<file path="src/sv/wpm_pkg.sv">
// wpm_pkg: shared constants and types for the wildcard pattern matcher
// used by wildcard_pattern_matcher_core and its port checker
// no dependencies

package wpm_pkg;

    localparam int PATTERN_MAX = 64;
    localparam int ROW_W       = PATTERN_MAX + 1;
    localparam int CNT_W       = $clog2(PATTERN_MAX + 1);
    localparam int ADDR_W      = $clog2(PATTERN_MAX);
    localparam int LEN_W       = 7;
    localparam int OP_W        = 2;
    localparam int CH_W        = 8;

    localparam logic [CH_W-1:0] STAR_BYTE = 8'h2A;
    localparam logic [CH_W-1:0] ANY_BYTE  = 8'h3F;

    typedef enum logic [OP_W-1:0] {
        OP_CLEAR   = 2'd0,
        OP_APPEND  = 2'd1,
        OP_RESTART = 2'd2,
        OP_TEXT    = 2'd3
    } op_t;

endpackage

</file>
<file path="src/sv/wildcard_pattern_matcher_core.sv">
// wildcard_pattern_matcher_core: streamed text vs stored '?'/'*' pattern
// depends on wpm_pkg
//
//  channel | signals                     | payload
//  --------+-----------------------------+--------------------------------
//  in      | in_valid / in_ready         | op, ch
//  out     | out_valid / out_ready       | match, overflow, pattern_length
//
// one transaction in, one transaction out; the result is registered, valid in the cycle after acceptance
// one transaction accepted per cycle while the result is being taken; the row update is a 66-bit add carry chain
// in_ready is high while the result register is empty or being taken
// a stalled result holds the input side off; no clearing pass after reset
// reset: empty pattern, empty text, result register empty

module wildcard_pattern_matcher_core (
    input  logic                      clk,
    input  logic                      rst_n,
    input  logic                      in_valid,
    output logic                      in_ready,
    input  logic [wpm_pkg::OP_W-1:0]  op,
    input  logic [wpm_pkg::CH_W-1:0]  ch,
    output logic                      out_valid,
    input  logic                      out_ready,
    output logic                      match,
    output logic                      overflow,
    output logic [wpm_pkg::LEN_W-1:0] pattern_length
);

    logic [wpm_pkg::CH_W-1:0]  store_reg [wpm_pkg::PATTERN_MAX];
    logic [wpm_pkg::CNT_W-1:0] count_reg, count_next;
    logic [wpm_pkg::CNT_W-1:0] lead_reg, lead_next;
    logic                      all_star_reg, all_star_next;
    logic [wpm_pkg::ROW_W-1:0] row_reg, row_next;

    logic                      out_valid_reg;
    logic                      match_reg, match_next;
    logic                      overflow_reg, overflow_next;
    logic [wpm_pkg::LEN_W-1:0] length_reg;

    logic                      in_fire;
    logic                      full;
    logic                      store_we;
    logic [wpm_pkg::ROW_W-1:0] gen_vec, prop_vec, fed_row, empty_row;
    logic [wpm_pkg::ROW_W:0]   add_a, add_b, add_sum, carry_vec;

    assign in_ready = !out_valid_reg || out_ready;
    assign in_fire  = in_valid && in_ready;
    assign full     = (count_reg == wpm_pkg::CNT_W'(wpm_pkg::PATTERN_MAX));

    // generate / propagate per column, star columns propagate the new left bit
    always_comb
    begin
        gen_vec  = '0;
        prop_vec = '0;
        for (int j = 1; j <= wpm_pkg::PATTERN_MAX; j++)
        begin
            if (wpm_pkg::CNT_W'(j) <= count_reg)
            begin
                if (store_reg[j-1] == wpm_pkg::STAR_BYTE)
                begin
                    prop_vec[j] = 1'b1;
                    gen_vec[j]  = row_reg[j];
                end
                else if (store_reg[j-1] == wpm_pkg::ANY_BYTE || store_reg[j-1] == ch)
                begin
                    gen_vec[j] = row_reg[j-1];
                end
            end
        end
    end

    assign add_a     = {1'b0, gen_vec | prop_vec};
    assign add_b     = {1'b0, gen_vec};
    assign add_sum   = add_a + add_b;
    assign carry_vec = add_sum ^ add_a ^ add_b;
    assign fed_row   = carry_vec[wpm_pkg::ROW_W:1];

    always_comb
    begin
        count_next    = count_reg;
        lead_next     = lead_reg;
        all_star_next = all_star_reg;
        overflow_next = 1'b0;
        store_we      = 1'b0;
        unique case (wpm_pkg::op_t'(op))
            wpm_pkg::OP_CLEAR:
            begin
                count_next    = '0;
                lead_next     = '0;
                all_star_next = 1'b1;
            end
            wpm_pkg::OP_APPEND:
            begin
                if (full)
                begin
                    overflow_next = 1'b1;
                end
                else
                begin
                    store_we   = 1'b1;
                    count_next = count_reg + wpm_pkg::CNT_W'(1);
                    if (all_star_reg && ch == wpm_pkg::STAR_BYTE)
                        lead_next = lead_reg + wpm_pkg::CNT_W'(1);
                    else
                        all_star_next = 1'b0;
                end
            end
            wpm_pkg::OP_RESTART:
            begin
            end
            wpm_pkg::OP_TEXT:
            begin
            end
            default:
            begin
            end
        endcase
    end

    always_comb
    begin
        for (int j = 0; j <= wpm_pkg::PATTERN_MAX; j++)
            empty_row[j] = (wpm_pkg::CNT_W'(j) <= lead_next);
    end

    always_comb
    begin
        row_next = row_reg;
        unique case (wpm_pkg::op_t'(op))
            wpm_pkg::OP_CLEAR:   row_next = empty_row;
            wpm_pkg::OP_APPEND:  row_next = full ? row_reg : empty_row;
            wpm_pkg::OP_RESTART: row_next = empty_row;
            wpm_pkg::OP_TEXT:    row_next = fed_row;
            default:             row_next = row_reg;
        endcase
        match_next = row_next[count_next];
    end

    always_ff @(posedge clk or negedge rst_n)
    begin
        if (!rst_n)
        begin
            count_reg    <= '0;
            lead_reg     <= '0;
            all_star_reg <= 1'b1;
            row_reg      <= wpm_pkg::ROW_W'(1);
        end
        else if (in_fire)
        begin
            count_reg    <= count_next;
            lead_reg     <= lead_next;
            all_star_reg <= all_star_next;
            row_reg      <= row_next;
        end
    end

    // pattern store, no reset
    always_ff @(posedge clk)
    begin
        if (in_fire && store_we)
            store_reg[count_reg[wpm_pkg::ADDR_W-1:0]] <= ch;
    end

    always_ff @(posedge clk or negedge rst_n)
    begin
        if (!rst_n)
            out_valid_reg <= 1'b0;
        else if (in_fire)
            out_valid_reg <= 1'b1;
        else if (out_ready)
            out_valid_reg <= 1'b0;
    end

    always_ff @(posedge clk)
    begin
        if (in_fire)
        begin
            match_reg    <= match_next;
            overflow_reg <= overflow_next;
            length_reg   <= wpm_pkg::LEN_W'(count_next);
        end
    end

    assign out_valid      = out_valid_reg;
    assign match          = match_reg;
    assign overflow       = overflow_reg;
    assign pattern_length = length_reg;

endmodule

</file>
<file path="config.mk">
export PLATFORM = sky130hd
export DESIGN_NAME = wildcard_pattern_matcher_core
export DESIGN_NICKNAME = d
export VERILOG_FILES = /design/src/sv/wpm_pkg.sv /design/src/sv/wildcard_pattern_matcher_core.sv
export SDC_FILE = /design/constraint.sdc
export NUM_CORES = 2
export LEC_CHECK = 0
export BUFFER_PORTS_ARGS = -buffer_cell sky130_fd_sc_hd__buf_2
export CAP_MARGIN = 20
export CORE_MARGIN = 1
export CORE_UTILIZATION = 55
export CTS_CLUSTER_DIAMETER = 200
export DETAILED_ROUTE_END_ITERATION = 10
export PLACE_DENSITY = 0.78
export SYNTH_ARGS = -nofsm -noshare
export SYNTH_HDL_FRONTEND = slang
export SYNTH_SLANG_ARGS = --single-unit
</file>
<file path="constraint.sdc">
create_clock -name clk -period 6.1 [get_ports clk]
set_input_delay 1.525 -clock clk [delete_from_list [all_inputs] [get_ports clk]]
set_output_delay 1.525 -clock clk [all_outputs]
set_load 0.02 [all_outputs]
</file>
==> metrics.csv <==
stage,metric,value,unit
clocking,"Setup Fix Bufs, Post-CTS",0,
die,DIE AREA,70400,um^2
grt,largest net degree at the start of global routing,71,
power,worst vdd ir,0.000249,V
worst_setup_path,Critical Path End Type,register,
worst_setup_path,Worst path slowest cell,dfrtp_1,
hold_path,Hold Path Class,reg -> reg,
power,PwrDens,239,nW/um^2
drt,Routed WL,138000,um
placement,placed cell count,4809,
drt,drt first-iter violations,4770,
grt,remaining global-route overflow,0,
cells_and_area,Final Net Count,3967,
clocking,clock sinks,602,
cells_and_area,number of flip-flops under the largest register name,512,
logic_synthesis,Syn Inst Count,3816,
drt,via count,34233,
grt,gr usage total,38.7,%
logic_synthesis,async set-reset flop share out of synthesis,13.5,%
worst_setup_path,CP top delay family,simple AND/OR/NAND/NOR gates,
logic_synthesis,top post-synthesis cells by area,"edfxtp_1 (41%), xnor2_1 (7.8%), dfrtp_1 (5.2%), xor2_1 (4.1%), nand2_1 (2.8%)",
logic_synthesis,synthesis warning total,0,
cells_and_area,design area,42800,um^2
sta,max_slew headroom,25.8,%
logic_synthesis,post-synthesis cell type count,110,
drt,1st-pass router iterations,8,
sta,hold slack,513,ps
grt,first-pass GRT wire length,204000,um
cells_and_area,FF+latch area,17700,um^2
cells_and_area,fill count,5661,
placement,dpl cell area,40500,um^2
worst_setup_path,critical path cell sequence,"ha_1, ha_1, or4_1, nand2_1, or3_1, nand2b_1, or3_1, nand2b_1, nor3_1, nand2_1, o21ai_1, a31oi_1, a221oi_1, a311oi_1, nor4_1, a311o_1",
placement,GP Congestion,1.09,
logic_synthesis,post-synth top area cell,edfxtp_1,
clocking,clk root buf,clkbuf_16,
grt,initial antenna violation count,3,
sta,final setup vio count,0,
sta,clock skew,36.0,ps
worst_setup_path,Startpoint Class,register,
logic_synthesis,mean post-synth cell area,10.0,um^2
cells_and_area,post-route insts no fill,4934,
logic_synthesis,"Top FF cell, synth",edfxtp_1,
worst_setup_path,max incr delay on CP,700,ps
sta,fin. max-slew vios,0,
cells_and_area,layout cells sized above 1,10.6,%
clocking,H-Tree Depth,3,
grt,vias in the first global route,31974,
power,leakage,13.8,nW
die,Horiz. Die Dim,265,um
sta,Worst Tran Pin Value,1110,ps
worst_setup_path,critical path arrival,6420,ps
clocking,clk_lat worst skew,640,ps
die,row count,96,
die,Boundary Pins,25,
run,Max Cap Violations,0,
logic_synthesis,number of synthesized flops with an enable pin,521,
run_status,status,completed,
power,Design Power,10.2,mW
drt,drt wl/cell,28.1,um
worst_setup_path,Critical Path RT,6600,ps
die,Initial Util,55.6,%
sta,TNS Setup,0,ps
sta,Final period util,97.1,%
drt,DR DRC count,0,
logic_synthesis,register area share after synthesis,46.3,%
worst_setup_path,WP buf/inv,0,
sta,crit path time final,5930,ps
logic_synthesis,count of state elements after synthesis,602,
die,die height,265,um
drt,vias per std cell,6.94,
placement,IO buf count,24,
logic_synthesis,Post-Syn Area,38200,um^2
worst_setup_path,critical setup path kind,reg -> reg,
logic_synthesis,syn_nets,3836,
placement,DP Wirelength,102000,um
clocking,CTS Buf Count,67,
logic_synthesis,Synth top area share,41.0,%
die,core footprint,68600,um^2
cells_and_area,Layout area overhead,12.0,%
sta,Final Hold Violating Endpoints,0,
clocking,clock buffer depth,3,
clocking,Clock transition at path regs,70,ps
cells_and_area,Multi-input gate area,19400,um^2
sta,RSZ-0062 raised after global routing,false,
sta,Peak Freq,169,MHz
clocking,TritonCTS clock tree,done,
worst_setup_path,worst-path fanout max,18,
drt,antenna-violating nets left,0,
==> layer usage <==
layer	share of wire, %	up-vias	global-route usage, %
met4	5.0	0	17.3
met1	40	16563	52.3
met3	13	450	12.0
met5	0	-	0.139
li1	-	14885	-
met2	42	2335	56.8
==> power by group <==
part           leakage, nW  internal, mW  switching [mW]
registers             5.76          4.52          0.0981
clock network         1.10          2.51            1.73
logic                 6.91         0.409           0.975
total                 13.8          7.44            2.80
==> cells by family after synthesis <==
| family | after synthesis | share of synthesized area, % |
|---|---|---|
| buf+inv | 230 | 2.96 |
| mux | 32 | 0.889 |
| flops | 602 | 46.3 |
| fa+ha+maj | 6 | 0.197 |
| simple gates | 1615 | 23.0 |
| compound gates | 815 | 14.8 |
| xor+xnor | 516 | 11.8 |
==> layout by cell type (no fill, tap or decap), types with 138 or more instances in the layout <==
cell type,synthesis,routed
nor3_1,189,189
nor2_1,284,284
nand4_1,161,161
xnor2_1,338,338
edfxtp_1,521,521
nand3_1,138,138
a21oi_1,140,140
xor2_1,178,178
o21ai_0,142,142
nand2_1,287,285
buf_4,46,194
==> worst reg2reg max path: stages, from the launching register on <==
cell and delay (ps):
dfrtp_1 700, ha_1 500, ha_1 580, or4_1 300, nand2_1 100, or3_1 510
nand2b_1 280, or3_1 480, nand2b_1 180, nor3_1 570, nand2_1 110, o21ai_1 320
a31oi_1 170, a221oi_1 420, a311oi_1 90, nor4_1 260, a311o_1 230
==> final cells by class <==
| cell class | instances | area share [%] |
|---|---|---|
| Multi-Input combinational cell | 2984 | 45.3 |
| Sequential cell | 602 | 41.3 |
| Timing Repair Buffer | 238 | 4.78 |
| Clock buffer | 83 | 4.26 |
| Tap cell | 931 | 2.72 |
| Clock inverter | 36 | 1.07 |
| Inverter | 54 | 0.474 |
| Antenna cell | 6 | 0.0351 |
==> timing repair <==
| action | in CTS | in global routing |
|---|---|---|
| setup endpoints to repair | 0 | 1 |
| hold buffers | 0 | 0 |
| gates resized for setup | 0 | 2 |
==> path summary, 6_finish.rpt <==
kind / start / end / slack (ps) / depth (start not counted)
max in group asynchronous: rst_n / row_reg[49] / 4060 / 2
max: count_reg[1] / match / 170 / 16
min in group asynchronous: rst_n / lead_reg[1] / 840 / 1
min: all_star_reg / all_star_reg / 510 / 2
max reg2reg: count_reg[1] / match / 170 / 16
min reg2reg: all_star_reg / all_star_reg / 510 / 2
==> per-stage QoR <==
stage | util, % | worst slack [ps]
after floorplan | - | 1120
after global placement | 59.0 | -222
after detailed placement | 59.0 | -255
after CTS | 62.3 | 225
after global routing | 62.3 | 139
final | 62.3 | 174
==> cell usage after synthesis (all sizes together), types with 18 or more instances <==
cell type,n
edfxtp,521
xnor2,338
nand2,287
nor2,285
nor3,193
o21ai,180
xor2,178
nand4,162
a21oi,141
nand3,138
buf,93
nor4,88
clkbuf,83
dfrtp,79
and3,71
nor2b,68
a31oi,59
inv,52
or3,52
o211ai,45
nor4bb,41
and2,37
nand2b,34
a211oi,32
o21a,26
o31ai,25
or2,25
or4,23
a21o,22
nand4b,22
o2111ai,20
a211o,18
Power figures use the tool's default switching activity.
